[config.mk]
export PLATFORM = sky130hd
export DESIGN_NAME = ec_point_scalar_multiply_core
export DESIGN_NICKNAME = d
export VERILOG_FILES = /design/src/rtl/ecpsm_pkg.sv /design/src/rtl/ecpsm_alu.sv /design/src/rtl/ec_point_scalar_multiply_core.sv
export SDC_FILE = /design/constraint.sdc
export NUM_CORES = 2
export LEC_CHECK = 0
export BUFFER_PORTS_ARGS = -buffer_cell sky130_fd_sc_hd__buf_2
export CAP_MARGIN = 5
export CORE_MARGIN = 1
export CORE_UTILIZATION = 50
export CTS_CLUSTER_SIZE = 28
export DETAILED_ROUTE_END_ITERATION = 8
export PLACE_DENSITY_LB_ADDON = 0.15
export SLEW_MARGIN = 15
export SYNTH_ARGS = -nofsm -noshare
export SYNTH_HDL_FRONTEND = slang
export SYNTH_SLANG_ARGS = --single-unit
[constraint.sdc]
create_clock -name clock -period 9.6 [get_ports clock]
set_input_delay 0.48 -clock clock [delete_from_list [all_inputs] [get_ports clock]]
set_output_delay 0.48 -clock clock [all_outputs]
set_load 0.05 [all_outputs]
[src/rtl/ecpsm_pkg.sv]
`timescale 1ns / 1ps
package ecpsm_pkg;

   localparam int CSR_INDEX_W = 2;

   localparam logic [CSR_INDEX_W-1:0] REG_FIELD_MODULUS = 2'd0;
   localparam logic [CSR_INDEX_W-1:0] REG_CURVE_COEFF_A = 2'd1;

   typedef enum logic [1:0] {
      ALU_ADD,
      ALU_SUB,
      ALU_MUL,
      ALU_DIV
   } alu_op_type;

   typedef struct packed {
      logic       start;
      alu_op_type op;
   } alu_ctl_type;

endpackage

[src/rtl/ecpsm_alu.sv]
`timescale 1ns / 1ps
module ecpsm_alu #(
   parameter int FIELD_BITS = 30
) (
   input  logic                    clock,
   input  logic                    reset,
   input  ecpsm_pkg::alu_ctl_type  ctl,
   input  logic [FIELD_BITS-1:0]   opa,
   input  logic [FIELD_BITS-1:0]   opb,
   input  logic [FIELD_BITS-1:0]   modulus,
   output logic                    done,
   output logic [FIELD_BITS-1:0]   res,
   output logic [FIELD_BITS-1:0]   quo
);
   import ecpsm_pkg::*;

   localparam int CW = $clog2(FIELD_BITS + 1);

   logic                  busy_ff, busy_in;
   alu_op_type            op_ff, op_in;
   logic [FIELD_BITS-1:0] a_ff, a_in;
   logic [FIELD_BITS-1:0] b_ff, b_in;
   logic [FIELD_BITS-1:0] acc_ff, acc_in;
   logic [CW-1:0]         cnt_ff, cnt_in;
   logic                  phase_ff, phase_in;
   logic                  done_ff, done_in;
   logic [FIELD_BITS-1:0] addsel;
   logic [FIELD_BITS:0]   trial;
   logic                  qbit;

   // x + y mod p, both operands below p
   function automatic logic [FIELD_BITS-1:0] add_mod(input logic [FIELD_BITS-1:0] x,
                                                     input logic [FIELD_BITS-1:0] y,
                                                     input logic [FIELD_BITS-1:0] p);
      logic [FIELD_BITS:0] s;
      s = {1'b0, x} + {1'b0, y};
      if (s >= {1'b0, p}) begin
         s = s - {1'b0, p};
      end
      return s[FIELD_BITS-1:0];
   endfunction

   function automatic logic [FIELD_BITS-1:0] sub_mod(input logic [FIELD_BITS-1:0] x,
                                                     input logic [FIELD_BITS-1:0] y,
                                                     input logic [FIELD_BITS-1:0] p);
      logic [FIELD_BITS-1:0] d;
      d = x - y;
      if (x < y) begin
         d = d + p;
      end
      return d;
   endfunction

   always_comb begin
      busy_in  = busy_ff;
      op_in    = op_ff;
      a_in     = a_ff;
      b_in     = b_ff;
      acc_in   = acc_ff;
      cnt_in   = cnt_ff;
      phase_in = phase_ff;
      done_in  = 1'b0;
      addsel   = phase_ff ? a_ff : acc_ff;
      trial    = {acc_ff, a_ff[FIELD_BITS-1]};
      qbit     = 1'b0;
      if (!busy_ff) begin
         if (ctl.start) begin
            op_in = ctl.op;
            a_in  = opa;
            b_in  = opb;
            unique case (ctl.op)
               ALU_ADD: begin
                  acc_in  = add_mod(opa, opb, modulus);
                  done_in = 1'b1;
               end
               ALU_SUB: begin
                  acc_in  = sub_mod(opa, opb, modulus);
                  done_in = 1'b1;
               end
               default: begin
                  acc_in   = '0;
                  cnt_in   = CW'(FIELD_BITS);
                  phase_in = 1'b0;
                  busy_in  = 1'b1;
               end
            endcase
         end
      end else begin
         if (op_ff == ALU_MUL) begin
            // double, then add the multiplicand when the multiplier bit is set
            acc_in = add_mod(acc_ff, addsel, modulus);
            if (!phase_ff && b_ff[FIELD_BITS-1]) begin
               phase_in = 1'b1;
            end else begin
               phase_in = 1'b0;
               b_in     = {b_ff[FIELD_BITS-2:0], 1'b0};
               cnt_in   = cnt_ff - CW'(1);
               if (cnt_ff == CW'(1)) begin
                  busy_in = 1'b0;
                  done_in = 1'b1;
               end
            end
         end else begin
            // restoring division, one quotient bit per cycle
            if (trial >= {1'b0, b_ff}) begin
               trial = trial - {1'b0, b_ff};
               qbit  = 1'b1;
            end
            acc_in = trial[FIELD_BITS-1:0];
            a_in   = {a_ff[FIELD_BITS-2:0], qbit};
            cnt_in = cnt_ff - CW'(1);
            if (cnt_ff == CW'(1)) begin
               busy_in = 1'b0;
               done_in = 1'b1;
            end
         end
      end
   end

   always_ff @(posedge clock) begin
      if (reset) begin
         busy_ff <= 1'b0;
         done_ff <= 1'b0;
      end else begin
         busy_ff <= busy_in;
         done_ff <= done_in;
      end
      op_ff    <= op_in;
      a_ff     <= a_in;
      b_ff     <= b_in;
      acc_ff   <= acc_in;
      cnt_ff   <= cnt_in;
      phase_ff <= phase_in;
   end

   assign done = done_ff;
   assign res  = acc_ff;
   assign quo  = a_ff;

`ifndef SYNTHESIS
   a_mul_reduced: assert property (@(posedge clock) disable iff (reset)
      (done_ff && op_ff == ALU_MUL) |-> (acc_ff < modulus))
      else $error("modular product not reduced");
   a_no_start_busy: assert property (@(posedge clock) disable iff (reset)
      busy_ff |-> !ctl.start)
      else $error("operation issued while unit busy");
`endif

endmodule

[src/rtl/ec_point_scalar_multiply_core.sv]
`timescale 1ns / 1ps
// Elliptic-curve scalar multiply k*P over GF(p), affine left-to-right double-and-add, with
// (0,0) standing for the point at infinity (also flagged on rsp_tuser). All field work runs
// on one shared modular unit that adds, subtracts, multiplies and divides. An item starts
// with three divides that reduce the inputs, then per scalar bit one doubling and (for a set
// bit) one addition; each of those is 9 to 12 operations plus an extended-Euclid inversion,
// so the inversion loop dominates and the time per item is data dependent. req_tready is
// high only while idle.
module ec_point_scalar_multiply_core #(
   parameter int FIELD_BITS = 30
) (
   input  logic                                 clock,
   input  logic                                 reset,
   input  logic                                 req_tvalid,
   output logic                                 req_tready,
   // scalar, base_x, base_y, zero pad
   input  logic [((3*FIELD_BITS+7)/8)*8-1:0]    req_tdata,
   output logic                                 rsp_tvalid,
   input  logic                                 rsp_tready,
   // result_x, result_y, zero pad
   output logic [((2*FIELD_BITS+7)/8)*8-1:0]    rsp_tdata,
   // at_infinity
   output logic                                 rsp_tuser,
   input  logic                                 csr_we,
   input  logic [ecpsm_pkg::CSR_INDEX_W-1:0]    csr_index,
   input  logic [FIELD_BITS-1:0]                csr_wdata
);
   import ecpsm_pkg::*;

   localparam int OUT_W = ((2*FIELD_BITS+7)/8)*8;
   localparam int IW    = $clog2(FIELD_BITS);
   localparam logic [FIELD_BITS-1:0] P_RESET = FIELD_BITS'(64'd1000003);

   typedef enum logic [24:0] {
      S_IDLE = 25'd1 << 0,  S_RBX  = 25'd1 << 1,  S_RBY  = 25'd1 << 2,
      S_RA   = 25'd1 << 3,  S_PCHK = 25'd1 << 4,  S_XX   = 25'd1 << 5,
      S_N1   = 25'd1 << 6,  S_N2   = 25'd1 << 7,  S_N3   = 25'd1 << 8,
      S_DEND = 25'd1 << 9,  S_NSUB = 25'd1 << 10, S_DSUB = 25'd1 << 11,
      S_ICHK = 25'd1 << 12, S_DIV  = 25'd1 << 13, S_QMUL = 25'd1 << 14,
      S_TSUB = 25'd1 << 15, S_LAM  = 25'd1 << 16, S_LL   = 25'd1 << 17,
      S_X3A  = 25'd1 << 18, S_X3B  = 25'd1 << 19, S_U    = 25'd1 << 20,
      S_LU   = 25'd1 << 21, S_Y3   = 25'd1 << 22, S_NEXT = 25'd1 << 23,
      S_OUT  = 25'd1 << 24
   } state_type;

   state_type             state_ff, state_in;
   logic                  issued_ff, issued_in;
   logic [FIELD_BITS-1:0] p_ff, p_in, acfg_ff, acfg_in;
   logic [FIELD_BITS-1:0] k_ff, k_in, bx_ff, bx_in, by_ff, by_in, ared_ff, ared_in;
   logic [FIELD_BITS-1:0] rx_ff, rx_in, ry_ff, ry_in, num_ff, num_in, m_ff, m_in;
   logic [FIELD_BITS-1:0] lam_ff, lam_in, x3_ff, x3_in;
   logic [FIELD_BITS-1:0] r0_ff, r0_in, r1_ff, r1_in, t0_ff, t0_in, t1_ff, t1_in;
   logic [FIELD_BITS-1:0] q_ff, q_in, nr_ff, nr_in;
   logic [IW-1:0]         idx_ff, idx_in;
   logic                  addb_ff, addb_in;
   logic                  rsp_valid_ff, rsp_valid_in, rsp_inf_ff, rsp_inf_in;
   logic [FIELD_BITS-1:0] rsp_x_ff, rsp_x_in, rsp_y_ff, rsp_y_in;

   alu_ctl_type           alu_ctl;
   logic [FIELD_BITS-1:0] alu_a, alu_b, alu_res, alu_quo;
   logic                  alu_done;
   logic [FIELD_BITS-1:0] qx, qy;
   logic                  op_state, capture;

   ecpsm_alu #(.FIELD_BITS(FIELD_BITS)) u_alu (
      .clock   (clock),
      .reset   (reset),
      .ctl     (alu_ctl),
      .opa     (alu_a),
      .opb     (alu_b),
      .modulus (p_ff),
      .done    (alu_done),
      .res     (alu_res),
      .quo     (alu_quo)
   );

   assign qx = addb_ff ? bx_ff : rx_ff;
   assign qy = addb_ff ? by_ff : ry_ff;

   // operand select for the shared unit
   always_comb begin
      alu_ctl.op = ALU_ADD;
      alu_a      = '0;
      alu_b      = '0;
      op_state   = 1'b1;
      unique case (state_ff)
         S_RBX:  begin alu_ctl.op = ALU_DIV; alu_a = bx_ff;  alu_b = p_ff;   end
         S_RBY:  begin alu_ctl.op = ALU_DIV; alu_a = by_ff;  alu_b = p_ff;   end
         S_RA:   begin alu_ctl.op = ALU_DIV; alu_a = acfg_ff; alu_b = p_ff;  end
         S_XX:   begin alu_ctl.op = ALU_MUL; alu_a = rx_ff;  alu_b = rx_ff;  end
         S_N1:   begin alu_ctl.op = ALU_ADD; alu_a = m_ff;   alu_b = m_ff;   end
         S_N2:   begin alu_ctl.op = ALU_ADD; alu_a = num_ff; alu_b = m_ff;   end
         S_N3:   begin alu_ctl.op = ALU_ADD; alu_a = num_ff; alu_b = ared_ff; end
         S_DEND: begin alu_ctl.op = ALU_ADD; alu_a = ry_ff;  alu_b = ry_ff;  end
         S_NSUB: begin alu_ctl.op = ALU_SUB; alu_a = qy;     alu_b = ry_ff;  end
         S_DSUB: begin alu_ctl.op = ALU_SUB; alu_a = qx;     alu_b = rx_ff;  end
         S_DIV:  begin alu_ctl.op = ALU_DIV; alu_a = r0_ff;  alu_b = r1_ff;  end
         S_QMUL: begin alu_ctl.op = ALU_MUL; alu_a = q_ff;   alu_b = t1_ff;  end
         S_TSUB: begin alu_ctl.op = ALU_SUB; alu_a = t0_ff;  alu_b = m_ff;   end
         S_LAM:  begin alu_ctl.op = ALU_MUL; alu_a = num_ff; alu_b = t0_ff;  end
         S_LL:   begin alu_ctl.op = ALU_MUL; alu_a = lam_ff; alu_b = lam_ff; end
         S_X3A:  begin alu_ctl.op = ALU_SUB; alu_a = x3_ff;  alu_b = rx_ff;  end
         S_X3B:  begin alu_ctl.op = ALU_SUB; alu_a = x3_ff;  alu_b = qx;     end
         S_U:    begin alu_ctl.op = ALU_SUB; alu_a = rx_ff;  alu_b = x3_ff;  end
         S_LU:   begin alu_ctl.op = ALU_MUL; alu_a = lam_ff; alu_b = m_ff;   end
         S_Y3:   begin alu_ctl.op = ALU_SUB; alu_a = m_ff;   alu_b = ry_ff;  end
         default: op_state = 1'b0;
      endcase
      alu_ctl.start = op_state && !issued_ff;
      capture       = op_state && issued_ff && alu_done;
   end

   always_comb begin
      state_in     = state_ff;
      issued_in    = issued_ff;
      p_in         = p_ff;
      acfg_in      = acfg_ff;
      k_in         = k_ff;
      bx_in        = bx_ff;
      by_in        = by_ff;
      ared_in      = ared_ff;
      rx_in        = rx_ff;
      ry_in        = ry_ff;
      num_in       = num_ff;
      m_in         = m_ff;
      lam_in       = lam_ff;
      x3_in        = x3_ff;
      r0_in        = r0_ff;
      r1_in        = r1_ff;
      t0_in        = t0_ff;
      t1_in        = t1_ff;
      q_in         = q_ff;
      nr_in        = nr_ff;
      idx_in       = idx_ff;
      addb_in      = addb_ff;
      rsp_valid_in = rsp_valid_ff && !rsp_tready;
      rsp_inf_in   = rsp_inf_ff;
      rsp_x_in     = rsp_x_ff;
      rsp_y_in     = rsp_y_ff;

      if (csr_we) begin
         unique case (csr_index)
            REG_FIELD_MODULUS: p_in    = csr_wdata;
            REG_CURVE_COEFF_A: acfg_in = csr_wdata;
            default: ;
         endcase
      end

      if (alu_ctl.start) begin
         issued_in = 1'b1;
      end
      if (capture) begin
         issued_in = 1'b0;
      end

      unique case (state_ff)
         S_IDLE: begin
            if (req_tvalid) begin
               k_in    = req_tdata[FIELD_BITS-1:0];
               bx_in   = req_tdata[2*FIELD_BITS-1:FIELD_BITS];
               by_in   = req_tdata[3*FIELD_BITS-1:2*FIELD_BITS];
               rx_in   = '0;
               ry_in   = '0;
               idx_in  = IW'(FIELD_BITS - 1);
               addb_in = 1'b0;
               // no field below modulus 2: answer infinity
               state_in = (p_ff < FIELD_BITS'(2)) ? S_OUT : S_RBX;
            end
         end
         S_RBX: if (capture) begin bx_in = alu_res; state_in = S_RBY; end
         S_RBY: if (capture) begin by_in = alu_res; state_in = S_RA; end
         S_RA:  if (capture) begin ared_in = alu_res; state_in = S_PCHK; end
         S_PCHK: begin
            if (qx == '0 && qy == '0) begin
               state_in = S_NEXT;
            end else if (rx_ff == '0 && ry_ff == '0) begin
               rx_in    = qx;
               ry_in    = qy;
               state_in = S_NEXT;
            end else if (rx_ff == qx && ry_ff == qy) begin
               state_in = S_XX;
            end else begin
               state_in = S_NSUB;
            end
         end
         S_XX:   if (capture) begin m_in = alu_res; state_in = S_N1; end
         S_N1:   if (capture) begin num_in = alu_res; state_in = S_N2; end
         S_N2:   if (capture) begin num_in = alu_res; state_in = S_N3; end
         S_N3:   if (capture) begin num_in = alu_res; state_in = S_DEND; end
         S_NSUB: if (capture) begin num_in = alu_res; state_in = S_DSUB; end
         S_DEND, S_DSUB: begin
            if (capture) begin
               if (alu_res == '0) begin
                  rx_in    = '0;
                  ry_in    = '0;
                  state_in = S_NEXT;
               end else begin
                  r0_in    = p_ff;
                  r1_in    = alu_res;
                  t0_in    = '0;
                  t1_in    = FIELD_BITS'(1);
                  state_in = S_ICHK;
               end
            end
         end
         S_ICHK: state_in = (r1_ff == '0) ? S_LAM : S_DIV;
         S_DIV: begin
            if (capture) begin
               // quotient never exceeds p; reduce it
               q_in     = (alu_quo == p_ff) ? '0 : alu_quo;
               nr_in    = alu_res;
               state_in = S_QMUL;
            end
         end
         S_QMUL: if (capture) begin m_in = alu_res; state_in = S_TSUB; end
         S_TSUB: begin
            if (capture) begin
               r0_in    = r1_ff;
               r1_in    = nr_ff;
               t0_in    = t1_ff;
               t1_in    = alu_res;
               state_in = S_ICHK;
            end
         end
         S_LAM:  if (capture) begin lam_in = alu_res; state_in = S_LL; end
         S_LL:   if (capture) begin x3_in = alu_res; state_in = S_X3A; end
         S_X3A:  if (capture) begin x3_in = alu_res; state_in = S_X3B; end
         S_X3B:  if (capture) begin x3_in = alu_res; state_in = S_U; end
         S_U:    if (capture) begin m_in = alu_res; state_in = S_LU; end
         S_LU:   if (capture) begin m_in = alu_res; state_in = S_Y3; end
         S_Y3: begin
            if (capture) begin
               rx_in    = x3_ff;
               ry_in    = alu_res;
               state_in = S_NEXT;
            end
         end
         S_NEXT: begin
            if (!addb_ff && k_ff[idx_ff]) begin
               addb_in  = 1'b1;
               state_in = S_PCHK;
            end else if (idx_ff == '0) begin
               state_in = S_OUT;
            end else begin
               addb_in  = 1'b0;
               idx_in   = idx_ff - IW'(1);
               state_in = S_PCHK;
            end
         end
         S_OUT: begin
            // hold until the output register is free
            if (!rsp_valid_ff || rsp_tready) begin
               rsp_valid_in = 1'b1;
               rsp_x_in     = rx_ff;
               rsp_y_in     = ry_ff;
               rsp_inf_in   = (rx_ff == '0) && (ry_ff == '0);
               state_in     = S_IDLE;
            end
         end
         default: state_in = S_IDLE;
      endcase
   end

   always_ff @(posedge clock) begin
      if (reset) begin
         state_ff     <= S_IDLE;
         issued_ff    <= 1'b0;
         rsp_valid_ff <= 1'b0;
         p_ff         <= P_RESET;
         acfg_ff      <= '0;
      end else begin
         state_ff     <= state_in;
         issued_ff    <= issued_in;
         rsp_valid_ff <= rsp_valid_in;
         p_ff         <= p_in;
         acfg_ff      <= acfg_in;
      end
      k_ff     <= k_in;
      bx_ff    <= bx_in;
      by_ff    <= by_in;
      ared_ff  <= ared_in;
      rx_ff    <= rx_in;
      ry_ff    <= ry_in;
      num_ff   <= num_in;
      m_ff     <= m_in;
      lam_ff   <= lam_in;
      x3_ff    <= x3_in;
      r0_ff    <= r0_in;
      r1_ff    <= r1_in;
      t0_ff    <= t0_in;
      t1_ff    <= t1_in;
      q_ff     <= q_in;
      nr_ff    <= nr_in;
      idx_ff   <= idx_in;
      addb_ff  <= addb_in;
      rsp_inf_ff <= rsp_inf_in;
      rsp_x_ff <= rsp_x_in;
      rsp_y_ff <= rsp_y_in;
   end

   assign req_tready = (state_ff == S_IDLE);
   assign rsp_tvalid = rsp_valid_ff;
   assign rsp_tdata  = OUT_W'({rsp_y_ff, rsp_x_ff});
   assign rsp_tuser  = rsp_inf_ff;

`ifndef SYNTHESIS
   a_inf_flag: assert property (@(posedge clock) disable iff (reset)
      rsp_valid_ff |-> (rsp_inf_ff == (rsp_x_ff == '0 && rsp_y_ff == '0)))
      else $error("infinity flag does not match coordinates");
   a_point_reduced: assert property (@(posedge clock) disable iff (reset)
      (state_ff == S_NEXT) |-> (rx_ff < p_ff && ry_ff < p_ff))
      else $error("running point not reduced");
   a_euclid_shrinks: assert property (@(posedge clock) disable iff (reset)
      (state_ff == S_ICHK) |-> (r1_ff < r0_ff))
      else $error("Euclid remainder did not shrink");
`endif

endmodule
==> results.yml <==
outcome:
  outcome: "finished with violations"
  violations: "design-rule violations"
timing:
  timing.fmax_mhz: 108.6
  maxSlewHeadroom: 0.1995
  hold_ws_ns: 0.03260
  finalMaxSlewViolations: 0
  fin_crit_ns: 9.208
  finalSetupViolCount: 0
  finalHoldViolations: 0
  min_period_over_period: 0.9591
  rsz0062_at_grt: "false"
  fin_skew_ns: 0.05258
  worst_pin_slew_ns: 1.201
  fin_setup_tns_ns: 0
yosys:
  ys_warn_count: 0
  synth_edf_count: 645
  avgSynthCellArea_um2: 10.23
  yosysTopAreaCellShare: 0.4242
  synthCells: 4462
  synthArstFlopShare: 0
  synth_compound_area_frac: 0.1720
  synth_xor_area_frac: 0.05124
  yosysTopAreaCell: "edfxtp_1"
  synth_ff_type: "edfxtp_1"
  yosysUniqueCellTypes: 100
  synth-simple-area-share: 0.1492
  yosys-top-cells-count: "645 x edfxtp_1, 494 x nand2_1, 288 x a21oi_1"
  synth.most_common_cell: "edfxtp_1"
  synth_seq_cells: 734
  synth_top_family_by_area: "compound AO/OA/AOI/OAI gates"
  synthTopCellsByArea: "edfxtp_1 42%, ha_1 5.8%, nand2_1 4.1%"
  synth.area.mux_share: 0.06634
  yosysSeqAreaShare: 0.4632
  post_synth_instance_area_mm2: 0.04566
  synth_fa_ha_area_frac: 0.06144
drt:
  drc: 11
  wl_per_cell_um: 30.84
  dr.pass1.iters: 9
  num_vias: 39540
  dr.first_iter.drc_count: 6588
  totalWireLength_um: 183200
  via_per_inst: 6.655
  ant_nets: 0
critical_path:
  endpoint_kind: "register"
  r2r_start: "state_ff[13]"
  r2r_slack_ns: 0.39
  r2r_cells: 34
  crit_top_cell: "buf_4"
  rr_endpoint: "u_alu.res[12]"
  worstPathRequired_ns: 9.96
  worstPathMaxFanout: 25
  critPathMaxStageDelay_ns: 0.60
  critPathSlowestCell: "a222oi_1"
  critPathKind: "register to register"
  arrival_ns: 9.57
  crit_family: "compound AO/OA/AOI/OAI gates"
  cp-start-kind: "register"
  cp.buffers_inverters: 7
place:
  gp_congestion: 1.023
  dpl-instance-area_mm2: 0.04882
  dpl.cell_count: 5787
  dp_hpwl_um: 138500
  port_buffers: 189
clock_tree:
  path_clk_slew_ns: 0.06
  cts-buffers-inserted: 80
  cts_tree: "built"
  cts_hold_buf: 0
  root_buffer: "clkbuf_16"
  clkSinkCount: 734
  cts_htree_levels: 3
  cts_buffer_depth: 3
  worstSkewPairLatency_ns: 0.67
power:
  power_uw: 14440
  p_leak_uw: 0.01997
  peakVddDrop_mv: 0.1443
  power_density_mw_per_mm2: 279.6
cells_and_area:
  n_fill_cell: 7885
  syn_to_final_growth_pct: 13.13
  multiInputGateArea_mm2: 0.02309
  final_area_mm2: 0.05165
  instances_no_fill: 5941
  drive_gt1_frac: 0.1549
  final_nets: 5051
  regArea_mm2: 0.02116
die:
  rows: 110
  fp.dieW_um: 304.2
  start_util: 0.5057
  dieArea_mm2: 0.09253
  ioPinCount: 200
  core_region_area_mm2: 0.09029
  fp.dieH_um: 304.2
grt:
  grt_pass1_wl_um: 262200
  grt_max_degree: 90
  grt-ovfl-total: 0
  grt_pass1_vias: 36950
  grt_use_total: 0.3882
  antenna_found_initial: 3
worst_hold_path:
  hold_depth: 1
  hold_class: "input pin to register"
  hold_start: "req_tdata[14]"
  hold_end: "k_ff[14]"
job:
  drv_cap: 0
[worst reg2reg max path, delay by kind of cell (launching register included)]
family                   cells  cell delay, ns
XOR/XNOR                     1            0.23
flip-flops                   1            0.50
AND/OR/NAND/NOR              8            1.90
adder cells (fa/ha/maj)      3            0.97
buffers and inverters        7            1.13
AO/OA/AOI/OAI               14            3.93
multiplexers                 1            0.29
[cell families (layout without fill, tap and decap cells)]
family	after synthesis	in the layout
other	1	6
and+or+nand+nor	1399	1399
xor gates and xnor gates	265	265
DFF	734	734
adders and majority gates	220	220
muxes	273	273
buffers and inverters	427	725
AOI/OAI and AO/OA	1143	1143
[how the worst max path moves through the flow]
stage                 start             to  slack, ns  depth (start not counted)
6_report       state_ff[13]  u_alu.res[12]       0.39                         34
5_1_grt        state_ff[13]   u_alu.res[8]       0.01                         36
4_1_cts        state_ff[18]  u_alu.res[12]       0.33                         33
3_5_place_dp   state_ff[18]  u_alu.res[12]       0.39                         33
3_3_place_gp   state_ff[18]  u_alu.res[12]       0.44                         33
2_1_floorplan       addb_ff   u_alu.res[0]       1.23                         34
[per-stage QoR]
| step | utilization | setup WS (ns) |
|---|---|---|
| 2_1_floorplan | - | 1.230 |
| 3_3_place_gp | 0.5407 | 0.4409 |
| 3_5_place_dp | 0.5407 | 0.3865 |
| 4_1_cts | 0.5711 | 0.3341 |
| 5_1_grt | 0.5721 | 0.01274 |
| 6_report | 0.5721 | 0.3923 |
[where the power goes]
| part | switching, uW | total (uW) | leakage [uW] | internal (uW) |
|---|---|---|---|---|
| Combinational | 3950 | 6510 | 0.0118 | 2560 |
| Sequential | 651 | 4640 | 0.00683 | 3980 |
| Clock | 1360 | 3300 | 0.00133 | 1940 |
[area by class of cell]
| type | instances | area share |
|---|---|---|
| clock inverter | 46 | 0.01075 |
| clock buffer | 101 | 0.04232 |
| inverter | 197 | 0.01432 |
| antenna | 2 | 0.00009689 |
| sequential | 734 | 0.4096 |
| timing repair buffer | 381 | 0.04745 |
| multi-input combinational | 3304 | 0.4470 |
| tap | 1176 | 0.02849 |
[repair_timing]
action | 4_1_cts | 5_1_grt
buffers inserted | 0 | 4
gates resized for setup | 0 | 10
endpoints found under the hold margin | 0 | 0
endpoints found under the setup margin | 0 | 27
[metal layers]
layer | share of wire | up-vias | track usage
met3 | 0.13 | 360 | 0.08845
met1 | 0.41 | 19040 | 0.5580
met2 | 0.42 | 2742 | 0.5687
met5 | 0.00015 | - | 0
li1 | - | 17390 | -
met4 | 0.042 | 4 | 0.1457
[layout by cell type, fill, tap and decap left out, types with 84 or more instances in the layout]
master,n
mux2_2,147
o21ai_0,172
buf_2,188
nand3_1,147
a21oi_1,287
clkbuf_16,84
mux2i_1,117
ha_1,213
and2_1,96
inv_1,195
xnor2_1,187
nand2_1,494
edfxtp_1,645
buf_4,187
a22oi_1,139
dfxtp_1,87
nor2_1,250
(Power assumes the default switching activity.)
